`src/sv/stpg_pkg.sv`:
```
// Package with word types and codes shared by the stepper axis step generator.
`default_nettype none
package stpg_pkg;

    localparam int POS_WIDTH    = 32;
    localparam int TRAVEL_WIDTH = 31;
    localparam int CFG_IDX_W    = 2;
    localparam int MIN_INTERVAL = 20;
    localparam int RESET_MOVE_INTERVAL = 160;
    localparam int RESET_HOME_INTERVAL = 900;
    localparam int RESET_TRAVEL = 100000;

    localparam logic [2:0] CMD_TICK   = 3'd0;
    localparam logic [2:0] CMD_ENABLE = 3'd1;
    localparam logic [2:0] CMD_STOP   = 3'd2;
    localparam logic [2:0] CMD_ZERO   = 3'd3;
    localparam logic [2:0] CMD_HOME   = 3'd4;
    localparam logic [2:0] CMD_GOTO   = 3'd5;
    localparam logic [2:0] CMD_MOVE   = 3'd6;
    localparam logic [2:0] CMD_JOG    = 3'd7;

    localparam logic [2:0] EV_NONE     = 3'd0;
    localparam logic [2:0] EV_DONE     = 3'd1;
    localparam logic [2:0] EV_MIN_STOP = 3'd2;
    localparam logic [2:0] EV_MAX_STOP = 3'd3;
    localparam logic [2:0] EV_FAULT    = 3'd4;
    localparam logic [2:0] EV_HOMED    = 3'd5;
    localparam logic [2:0] EV_CMD_STOP = 3'd6;
    localparam logic [2:0] EV_DISABLED = 3'd7;

    localparam logic [CFG_IDX_W-1:0] CFG_MOVE_INTERVAL = 2'd0;
    localparam logic [CFG_IDX_W-1:0] CFG_HOME_INTERVAL = 2'd1;
    localparam logic [CFG_IDX_W-1:0] CFG_TRAVEL_LEN    = 2'd2;

    typedef struct packed {
        logic [2:0]                  cmd;
        logic signed [POS_WIDTH-1:0] value;
        logic                        low_limit;
        logic                        high_limit;
    } in_word_t;

    typedef struct packed {
        logic                        step_out;
        logic                        dir_out;
        logic                        drive_enable;
        logic                        is_moving;
        logic                        is_homed;
        logic                        is_homing;
        logic signed [POS_WIDTH-1:0] position_now;
        logic signed [POS_WIDTH-1:0] target_now;
        logic [2:0]                  event_res;
    } out_word_t;

endpackage
`default_nettype wire

```
`src/sv/stpg_cfg.sv`:
```
// Configuration registers: step intervals with lower clamp and travel length.
`default_nettype none
module stpg_cfg #(
    parameter int INTERVAL_WIDTH = 20,
    parameter int CFG_WIDTH      = 31
) (
    input  wire logic                                  aclk,
    input  wire logic                                  aresetn,
    input  wire logic                                  cfg_wr_en,
    input  wire logic [stpg_pkg::CFG_IDX_W-1:0]        cfg_index,
    input  wire logic [CFG_WIDTH-1:0]                  cfg_data,
    output logic      [INTERVAL_WIDTH-1:0]             move_interval,
    output logic      [INTERVAL_WIDTH-1:0]             home_interval,
    output logic      [stpg_pkg::TRAVEL_WIDTH-1:0]     travel_len
);

    logic [INTERVAL_WIDTH-1:0]         move_ival_reg;
    logic [INTERVAL_WIDTH-1:0]         home_ival_reg;
    logic [stpg_pkg::TRAVEL_WIDTH-1:0] travel_reg;
    logic [INTERVAL_WIDTH-1:0]         ival_wr;

    always_comb begin
        ival_wr = cfg_data[INTERVAL_WIDTH-1:0];
        if (ival_wr < INTERVAL_WIDTH'(stpg_pkg::MIN_INTERVAL)) begin
            ival_wr = INTERVAL_WIDTH'(stpg_pkg::MIN_INTERVAL);
        end
    end

    always_ff @(posedge aclk) begin
        if (!aresetn) begin
            move_ival_reg <= INTERVAL_WIDTH'(stpg_pkg::RESET_MOVE_INTERVAL);
            home_ival_reg <= INTERVAL_WIDTH'(stpg_pkg::RESET_HOME_INTERVAL);
            travel_reg    <= stpg_pkg::TRAVEL_WIDTH'(stpg_pkg::RESET_TRAVEL);
        end else if (cfg_wr_en) begin
            case (cfg_index)
                stpg_pkg::CFG_MOVE_INTERVAL: move_ival_reg <= ival_wr;
                stpg_pkg::CFG_HOME_INTERVAL: home_ival_reg <= ival_wr;
                stpg_pkg::CFG_TRAVEL_LEN:    travel_reg <= cfg_data[stpg_pkg::TRAVEL_WIDTH-1:0];
                default: ;
            endcase
        end
    end

    assign move_interval = move_ival_reg;
    assign home_interval = home_ival_reg;
    assign travel_len    = travel_reg;

endmodule
`default_nettype wire

```
`src/sv/stpg_axis.sv`:
```
// Axis state registers and the per-word step, endstop and command logic.
`default_nettype none
module stpg_axis #(
    parameter int INTERVAL_WIDTH  = 20,
    parameter int STEP_HOLD_TICKS = 5
) (
    input  wire logic                              aclk,
    input  wire logic                              aresetn,
    input  wire logic                              advance,
    input  wire stpg_pkg::in_word_t                in_word,
    input  wire logic [INTERVAL_WIDTH-1:0]         move_interval,
    input  wire logic [INTERVAL_WIDTH-1:0]         home_interval,
    input  wire logic [stpg_pkg::TRAVEL_WIDTH-1:0] travel_len,
    output stpg_pkg::out_word_t                    out_word
);

    localparam int PW = stpg_pkg::POS_WIDTH;

    logic                      enabled_reg, enabled_next;
    logic                      moving_reg, moving_next;
    logic                      homed_reg, homed_next;
    logic                      homing_reg, homing_next;
    logic                      cont_reg, cont_next;
    logic                      pulse_reg, pulse_next;
    logic                      sap_reg, sap_next;
    logic                      neg_reg, neg_next;
    logic [PW-1:0]             pos_reg, pos_next;
    logic [PW-1:0]             target_reg, target_next;
    logic [PW-1:0]             steps_reg, steps_next;
    logic [INTERVAL_WIDTH-1:0] ival_reg, ival_next;
    logic [INTERVAL_WIDTH-1:0] wait_reg, wait_next;

    logic                      do_halt;
    logic                      start;
    logic                      bm_neg;
    logic                      bm_cont;
    logic [PW-1:0]             bm_steps;
    logic [INTERVAL_WIDTH-1:0] bm_ival;
    logic [PW-1:0]             delta;
    logic [2:0]                ev;
    logic                      minh;
    logic                      maxh;

    always_comb begin
        enabled_next = enabled_reg;
        moving_next  = moving_reg;
        homed_next   = homed_reg;
        homing_next  = homing_reg;
        cont_next    = cont_reg;
        pulse_next   = pulse_reg;
        sap_next     = sap_reg;
        neg_next     = neg_reg;
        pos_next     = pos_reg;
        target_next  = target_reg;
        steps_next   = steps_reg;
        ival_next    = ival_reg;
        wait_next    = wait_reg;
        do_halt      = 1'b0;
        start        = 1'b0;
        bm_neg       = 1'b0;
        bm_cont      = 1'b0;
        bm_steps     = '0;
        bm_ival      = move_interval;
        delta        = '0;
        ev           = stpg_pkg::EV_NONE;
        minh         = in_word.low_limit;
        maxh         = in_word.high_limit;

        case (in_word.cmd)
            stpg_pkg::CMD_TICK: begin
                if (moving_reg && enabled_reg) begin
                    if (pulse_reg) begin
                        if (wait_reg <= INTERVAL_WIDTH'(1)) begin
                            pulse_next = 1'b0;
                            wait_next  = ival_reg;
                            if (sap_reg) begin
                                do_halt = 1'b1;
                                ev      = stpg_pkg::EV_DONE;
                            end
                        end else begin
                            wait_next = wait_reg - INTERVAL_WIDTH'(1);
                        end
                    end else if (wait_reg > INTERVAL_WIDTH'(1)) begin
                        wait_next = wait_reg - INTERVAL_WIDTH'(1);
                    end else if (neg_reg && minh) begin
                        ev       = homing_reg ? stpg_pkg::EV_HOMED : stpg_pkg::EV_MIN_STOP;
                        pos_next = '0;
                        if (homing_reg) begin
                            homed_next = 1'b1;
                        end
                        do_halt = 1'b1;
                    end else if (!neg_reg && maxh) begin
                        pos_next = PW'(travel_len);
                        do_halt  = 1'b1;
                        ev       = stpg_pkg::EV_MAX_STOP;
                    end else begin
                        pulse_next = 1'b1;
                        wait_next  = INTERVAL_WIDTH'(STEP_HOLD_TICKS);
                        pos_next   = neg_reg ? pos_reg - PW'(1) : pos_reg + PW'(1);
                        if (!cont_reg && steps_reg != '0) begin
                            steps_next = steps_reg - PW'(1);
                            if (steps_reg == PW'(1)) begin
                                sap_next = 1'b1;
                            end
                        end
                    end
                end
            end
            stpg_pkg::CMD_ENABLE: begin
                enabled_next = in_word.value[0];
                if (!in_word.value[0]) begin
                    do_halt = 1'b1;
                    ev      = stpg_pkg::EV_DISABLED;
                end
            end
            stpg_pkg::CMD_STOP: begin
                do_halt = 1'b1;
                ev      = stpg_pkg::EV_CMD_STOP;
            end
            stpg_pkg::CMD_ZERO: begin
                pos_next    = '0;
                target_next = '0;
                homed_next  = 1'b1;
            end
            stpg_pkg::CMD_HOME: begin
                if (minh && maxh) begin
                    ev = stpg_pkg::EV_FAULT;
                end else if (minh) begin
                    pos_next    = '0;
                    target_next = '0;
                    homed_next  = 1'b1;
                    ev          = stpg_pkg::EV_HOMED;
                end else begin
                    homed_next  = 1'b0;
                    homing_next = 1'b1;
                    start       = 1'b1;
                    bm_neg      = 1'b1;
                    bm_cont     = 1'b1;
                    bm_ival     = home_interval;
                end
            end
            stpg_pkg::CMD_GOTO: begin
                target_next = in_word.value;
                delta       = in_word.value - pos_reg;
                start       = 1'b1;
                bm_neg      = delta[PW-1];
                bm_steps    = delta[PW-1] ? (~delta + PW'(1)) : delta;
            end
            stpg_pkg::CMD_MOVE: begin
                target_next = pos_reg + in_word.value;
                delta       = in_word.value;
                start       = 1'b1;
                bm_neg      = delta[PW-1];
                bm_steps    = delta[PW-1] ? (~delta + PW'(1)) : delta;
            end
            stpg_pkg::CMD_JOG: begin
                start   = 1'b1;
                bm_neg  = in_word.value[PW-1];
                bm_cont = 1'b1;
            end
            default: ;
        endcase

        if (start && (bm_steps != '0 || bm_cont)) begin
            if (minh && maxh) begin
                do_halt = 1'b1;
                ev      = stpg_pkg::EV_FAULT;
            end else if (bm_neg && minh) begin
                do_halt = 1'b1;
                ev      = stpg_pkg::EV_MIN_STOP;
            end else if (!bm_neg && maxh) begin
                do_halt = 1'b1;
                ev      = stpg_pkg::EV_MAX_STOP;
            end else begin
                enabled_next = 1'b1;
                neg_next     = bm_neg;
                steps_next   = bm_steps;
                ival_next    = bm_ival;
                cont_next    = bm_cont;
                moving_next  = 1'b1;
                pulse_next   = 1'b0;
                sap_next     = 1'b0;
                wait_next    = '0;
            end
        end

        if (do_halt) begin
            moving_next = 1'b0;
            homing_next = 1'b0;
            cont_next   = 1'b0;
            pulse_next  = 1'b0;
            sap_next    = 1'b0;
            steps_next  = '0;
            wait_next   = '0;
            target_next = pos_next;
        end
    end

    always_ff @(posedge aclk) begin
        if (!aresetn) begin
            enabled_reg <= 1'b0;
            moving_reg  <= 1'b0;
            homed_reg   <= 1'b0;
            homing_reg  <= 1'b0;
            cont_reg    <= 1'b0;
            pulse_reg   <= 1'b0;
            sap_reg     <= 1'b0;
            neg_reg     <= 1'b0;
            pos_reg     <= '0;
            target_reg  <= '0;
            steps_reg   <= '0;
            ival_reg    <= INTERVAL_WIDTH'(stpg_pkg::RESET_MOVE_INTERVAL);
            wait_reg    <= '0;
        end else if (advance) begin
            enabled_reg <= enabled_next;
            moving_reg  <= moving_next;
            homed_reg   <= homed_next;
            homing_reg  <= homing_next;
            cont_reg    <= cont_next;
            pulse_reg   <= pulse_next;
            sap_reg     <= sap_next;
            neg_reg     <= neg_next;
            pos_reg     <= pos_next;
            target_reg  <= target_next;
            steps_reg   <= steps_next;
            ival_reg    <= ival_next;
            wait_reg    <= wait_next;
        end
    end

    always_comb begin
        out_word.step_out     = pulse_next;
        out_word.dir_out      = neg_next;
        out_word.drive_enable = enabled_next;
        out_word.is_moving    = moving_next;
        out_word.is_homed     = homed_next;
        out_word.is_homing    = homing_next;
        out_word.position_now = pos_next;
        out_word.target_now   = target_next;
        out_word.event_res    = ev;
    end

endmodule
`default_nettype wire

```
`src/sv/stepper_axis_step_generator.sv`:
```
// Top level of the stepper axis step generator: input and output registers, assertions.
//
// The s_ channel carries one word per tick (one microsecond elapsed) or per command.
// Every accepted word produces exactly one result word on the m_ channel carrying
// the step and direction pin levels, the enable, moving, homed and homing flags,
// the position, the target and an event code.
// A word is registered at the input, evaluated against the axis state, and its
// result is registered at the output, where it raises m_valid. One word is accepted
// every cycle while the result side keeps up.
// When the receiver stalls, the result holds in the output register and one more
// word waits in the input register; s_ready then drops until m_ready returns.
// The configuration port writes the move interval, the home interval and the travel
// length; interval writes below 20 clamp to 20, and a new interval takes effect when
// the next motion starts.
// Reset clears all flags, the position and target, and loads the register
// defaults of 160, 900 and 100000; no word is pending after reset.
`default_nettype none
module stepper_axis_step_generator #(
    parameter  int INTERVAL_WIDTH  = 20,
    parameter  int STEP_HOLD_TICKS = 5,
    localparam int CFG_WIDTH = (INTERVAL_WIDTH > stpg_pkg::TRAVEL_WIDTH) ?
                               INTERVAL_WIDTH : stpg_pkg::TRAVEL_WIDTH
) (
    input  wire logic                           aclk,
    input  wire logic                           aresetn,
    input  wire logic                           s_valid,
    output logic                                s_ready,
    input  wire stpg_pkg::in_word_t             s_data,
    output logic                                m_valid,
    input  wire logic                           m_ready,
    output stpg_pkg::out_word_t                 m_data,
    input  wire logic                           cfg_wr_en,
    input  wire logic [stpg_pkg::CFG_IDX_W-1:0] cfg_index,
    input  wire logic [CFG_WIDTH-1:0]           cfg_data
);

    logic                              in_valid_reg;
    stpg_pkg::in_word_t                in_word_reg;
    logic                              out_valid_reg;
    stpg_pkg::out_word_t               out_word_reg;
    stpg_pkg::out_word_t               result;
    logic                              advance;
    logic [INTERVAL_WIDTH-1:0]         move_interval;
    logic [INTERVAL_WIDTH-1:0]         home_interval;
    logic [stpg_pkg::TRAVEL_WIDTH-1:0] travel_len;

    assign advance = in_valid_reg && (!out_valid_reg || m_ready);
    assign s_ready = !in_valid_reg || advance;

    stpg_cfg #(
        .INTERVAL_WIDTH (INTERVAL_WIDTH),
        .CFG_WIDTH      (CFG_WIDTH)
    ) u_cfg (
        .aclk          (aclk),
        .aresetn       (aresetn),
        .cfg_wr_en     (cfg_wr_en),
        .cfg_index     (cfg_index),
        .cfg_data      (cfg_data),
        .move_interval (move_interval),
        .home_interval (home_interval),
        .travel_len    (travel_len)
    );

    stpg_axis #(
        .INTERVAL_WIDTH  (INTERVAL_WIDTH),
        .STEP_HOLD_TICKS (STEP_HOLD_TICKS)
    ) u_axis (
        .aclk          (aclk),
        .aresetn       (aresetn),
        .advance       (advance),
        .in_word       (in_word_reg),
        .move_interval (move_interval),
        .home_interval (home_interval),
        .travel_len    (travel_len),
        .out_word      (result)
    );

    always_ff @(posedge aclk) begin
        if (!aresetn) begin
            in_valid_reg <= 1'b0;
        end else if (s_ready) begin
            in_valid_reg <= s_valid;
        end
    end

    always_ff @(posedge aclk) begin
        if (s_valid && s_ready) begin
            in_word_reg <= s_data;
        end
    end

    always_ff @(posedge aclk) begin
        if (!aresetn) begin
            out_valid_reg <= 1'b0;
        end else if (advance) begin
            out_valid_reg <= 1'b1;
        end else if (m_ready) begin
            out_valid_reg <= 1'b0;
        end
    end

    always_ff @(posedge aclk) begin
        if (advance) begin
            out_word_reg <= result;
        end
    end

    assign m_valid = out_valid_reg;
    assign m_data  = out_word_reg;

`ifndef NO_ASSERTIONS
    a_advance_gives_result: assert property (@(posedge aclk) disable iff (!aresetn)
        advance |=> m_valid)
        else $error("Evaluated word did not reach the output register.");

    a_step_needs_motion: assert property (@(posedge aclk) disable iff (!aresetn)
        (m_valid && m_data.step_out) |-> m_data.is_moving)
        else $error("Step pin high while the axis is not moving.");

    a_homing_needs_motion: assert property (@(posedge aclk) disable iff (!aresetn)
        (m_valid && m_data.is_homing) |-> m_data.is_moving)
        else $error("Homing flagged while the axis is not moving.");

    a_disable_halts: assert property (@(posedge aclk) disable iff (!aresetn)
        (m_valid && m_data.event_res == stpg_pkg::EV_DISABLED)
            |-> (!m_data.drive_enable && !m_data.is_moving))
        else $error("Disable event left the axis enabled or moving.");
`endif

endmodule
`default_nettype wire

```
`config.mk`:
```
export PLATFORM = sky130hd
export DESIGN_NAME = stepper_axis_step_generator
export DESIGN_NICKNAME = d
export VERILOG_FILES = /design/src/sv/stpg_pkg.sv /design/src/sv/stpg_cfg.sv /design/src/sv/stpg_axis.sv /design/src/sv/stepper_axis_step_generator.sv
export SDC_FILE = /design/constraint.sdc
export NUM_CORES = 1
export LEC_CHECK = 0
export BUFFER_PORTS_ARGS = -buffer_cell sky130_fd_sc_hd__buf_2
export CAP_MARGIN = 20
export CELL_PAD_IN_SITES_DETAIL_PLACEMENT = 0
export CELL_PAD_IN_SITES_GLOBAL_PLACEMENT = 1
export CORE_ASPECT_RATIO = 0.6
export CORE_MARGIN = 2
export CORE_UTILIZATION = 47
export DETAILED_ROUTE_END_ITERATION = 8
export PLACE_DENSITY = 0.82
export SETUP_SLACK_MARGIN = 0.4
export SLEW_MARGIN = 20
export SYNTH_ARGS = -nofsm -noshare
export SYNTH_HDL_FRONTEND = slang
export SYNTH_SLANG_ARGS = --single-unit
```
`constraint.sdc`:
```
create_clock -name aclk -period 7.66 [get_ports aclk]
set_input_delay 0.383 -clock aclk [delete_from_list [all_inputs] [get_ports aclk]]
set_output_delay 0.383 -clock aclk [all_outputs]
set_load 0.01 [all_outputs]
```
==> qor.yml <==
status: "finished clean"
ff_latch_area_um2: 7647
tightest_slew_ps: 1244
synth_fp_nets: 2848
syn_area_per_cell_um2: 8.221
syn_area_um2: 21960
grt_pass1_wl_um: 133900
cts.path.max_buffers: 3
timing.fmax_ghz: 0.1438
cts_buffers: 34
htreeDepth: 2
routedWlPerCell_um: 27.16
cts_tree: "built"
cp_max_fo: 10
layout.cells.non_filler: 3425
max-cap-violations: 0
p_comb_frac: 0.256
root_buffer: "clkbuf_16"
fp.dieH_um: 171.4
yosysSeqAreaShare: 0.3483
synth_flop_cell: "dfxtp_1"
power_density_nw_per_um2: 202.2
routabilityCongestion: 1.118
viasPerCell: 6.621
fin_area_um2: 24770
pwr-share-seq: 0.392
largest_register_ffs: 73
ir_worst_vdd_uv: 181.7
synth_edf_count: 110
overflow: 0
area_growth_pct: 12.82
clkLatencyLatePin_ps: 570
switching_share: 0.3454
end_kind: "flip-flop"
hold_class: "in -> reg"
grt.total_usage: 0.3685
period_minus_slack_ps: 6952
final_max_slew_viol_count: 0
drtIter0Drc: 3159
rsz0062_at_grt: "false"
synthArstFlopShare: 0
place_inst: 3341
drive_gt1_frac: 0.1185
timing.final.crit_share: 0.9076
cp_data_required_time_ps: 7920
critPathSlowestCell: "edfxtp_1"
final_net_count: 2944
io_buffers: 149
cts.sinks: 327
io_pins: 150
final_hold_viol_count: 0
hold_slack_ps: 5.600
yosys.cell_types.count: 100
synth-seq-cells: 327
fin_tns_setup_ps: 0
multiInputGateArea_um2: 13360
core_area_um2: 46180
die_w_um: 283.0
p_int_mw: 3.279
slew_headroom: 0.1692
final_util: 0.5365
synthCells: 2671
crit_chain: "inv_1 > ha_1 > nand2b_1 > a21bo_2 > a211oi_1 > a31oi_1 > xor2_1 > o2111a_1 > and4_1 > nand2_1 > a221o_1 > or4_1 > nor4_1 > buf_4 > nand2_1 > a221oi_1 > a31oi_1"
rows: 61
clk_pin_slew_ps: 70
cp-start-kind: "flip-flop"
drc: 0
antenna_left: 0
ys.warnings.count: 0
netSwitchingPower_mw: 1.731
grt_pass1_vias: 20100
initial_core_util: 0.4755
antenna_found_initial: 5
grt_max_degree: 80
skew_ps: 44.07
drtPass1Iterations: 8
placed_area_um2: 23400
clock_power_share: 0.352
fill_cells: 4355
cellLeakagePower_nw: 9.543
critPathKind: "reg -> reg"
route.vias.total: 22680
hpwl_um: 70370
routed_wl_um: 93030
fp.dieArea_um2: 48520
setup_violations: 0
max_stage_delay_ps: 720
arrival_ps: 7210
[synth_stat cells, types with 54 or more instances]
cell / number / share of area
nor2_1: 243 / 0.042
a22o_1: 54 / 0.022
a211oi_1: 71 / 0.024
nor3_1: 69 / 0.016
inv_1: 96 / 0.016
clkbuf_1: 133 / 0.023
a21oi_1: 206 / 0.047
edfxtp_1: 110 / 0.15
ha_1: 99 / 0.056
nand2_1: 330 / 0.056
o21ai_0: 145 / 0.033
dfxtp_1: 217 / 0.20
nand3_1: 65 / 0.015
xnor2_1: 73 / 0.029
[worst paths after layout]
kind,startpoint,endpoint,slack (ps),cells past startpoint
min reg2reg,u_cfg.travel_len[2],u_cfg.travel_len[2],450,2
min,s_data[8],in_word_reg[8],6,1
max,in_word_reg[2],m_data[1],710,17
max reg2reg,in_word_reg[2],m_data[1],710,17
[worst max-delay path: cells and delay by family, from the launching register on]
family / cells / cell delay (ps)
AOI/OAI and AO/OA: 7 / 2630
and+or+nand+nor: 6 / 1890
DFF: 1 / 720
xor gates and xnor gates: 1 / 630
buffers and inverters: 2 / 460
adders and majority gates: 1 / 300
[stage by stage]
step	power, mW	setup slack (ps)
4_1_cts	4.942	554.4
3_5_place_dp	3.196	586.7
3_3_place_gp	3.186	171.2
6_report	5.010	707.8
2_1_floorplan	2.737	2368
5_1_grt	5.157	572.2
[cell type report]
type,count,share of cell area
multi-input combinational,2076,0.5395
sequential,327,0.3087
timing repair buffer,228,0.05809
clock buffer,51,0.04066
tap,630,0.03182
inverter,100,0.01546
clock inverter,11,0.005556
antenna,2,0.0002020
[placed cells by master (no fill, tap or decap), types with 33 or more instances in the layout]
cell type and count:
a211oi_1 70, a21oi_1 206, a22o_1 54, buf_2 149, buf_4 59, clkbuf_16 36, dfxtp_1 217, edfxtp_1 110
ha_1 99, inv_1 95, mux2i_1 50, nand2_1 329, nand3_1 65, nor2_1 239, nor3_1 68, nor4_1 33
o21ai_0 145, or3_1 39, xnor2_1 73, xor2_1 43
[power by group through the flow]
stage | combinational, mW | clock, mW | sequential, mW
floorplan | 0.764 | 0 | 1.97
global placement | 1.19 | 0 | 2.00
detailed placement | 1.20 | 0 | 2.00
CTS | 1.21 | 1.77 | 1.96
global route | 1.35 | 1.84 | 1.97
finish | 1.28 | 1.76 | 1.96
[what timing repair did]
action | in CTS | in global routing
endpoints found under the hold margin | 15 | 1
hold buffers | 15 | 1
setup endpoints to repair | 0 | 116
buffers inserted | 0 | 3
resized for setup | 0 | 4
[logic make-up (layout without fill, tap and decap cells)]
logic type | Yosys count | after routing | share of synthesized area
buffers and inverters | 268 | 390 | 0.04781
adder cells (fa/ha/maj) | 102 | 102 | 0.05915
AND/OR/NAND/NOR | 940 | 940 | 0.2002
XOR/XNOR | 117 | 117 | 0.04701
other | 0 | 2 | 0
flip-flops | 327 | 327 | 0.3483
multiplexers | 61 | 61 | 0.02997
AO/OA/AOI/OAI | 856 | 856 | 0.2675
[per-layer routing]
metal  global-route usage  vias up  routed length (um)
met1               0.5460    11020               42650
met5              0.01400        -                 135
met3               0.1618      139               13600
li1                     -    10110                   -
met2               0.4733     1396               34390
met4              0.08742        8                2256
(Power assumes the default switching activity.)
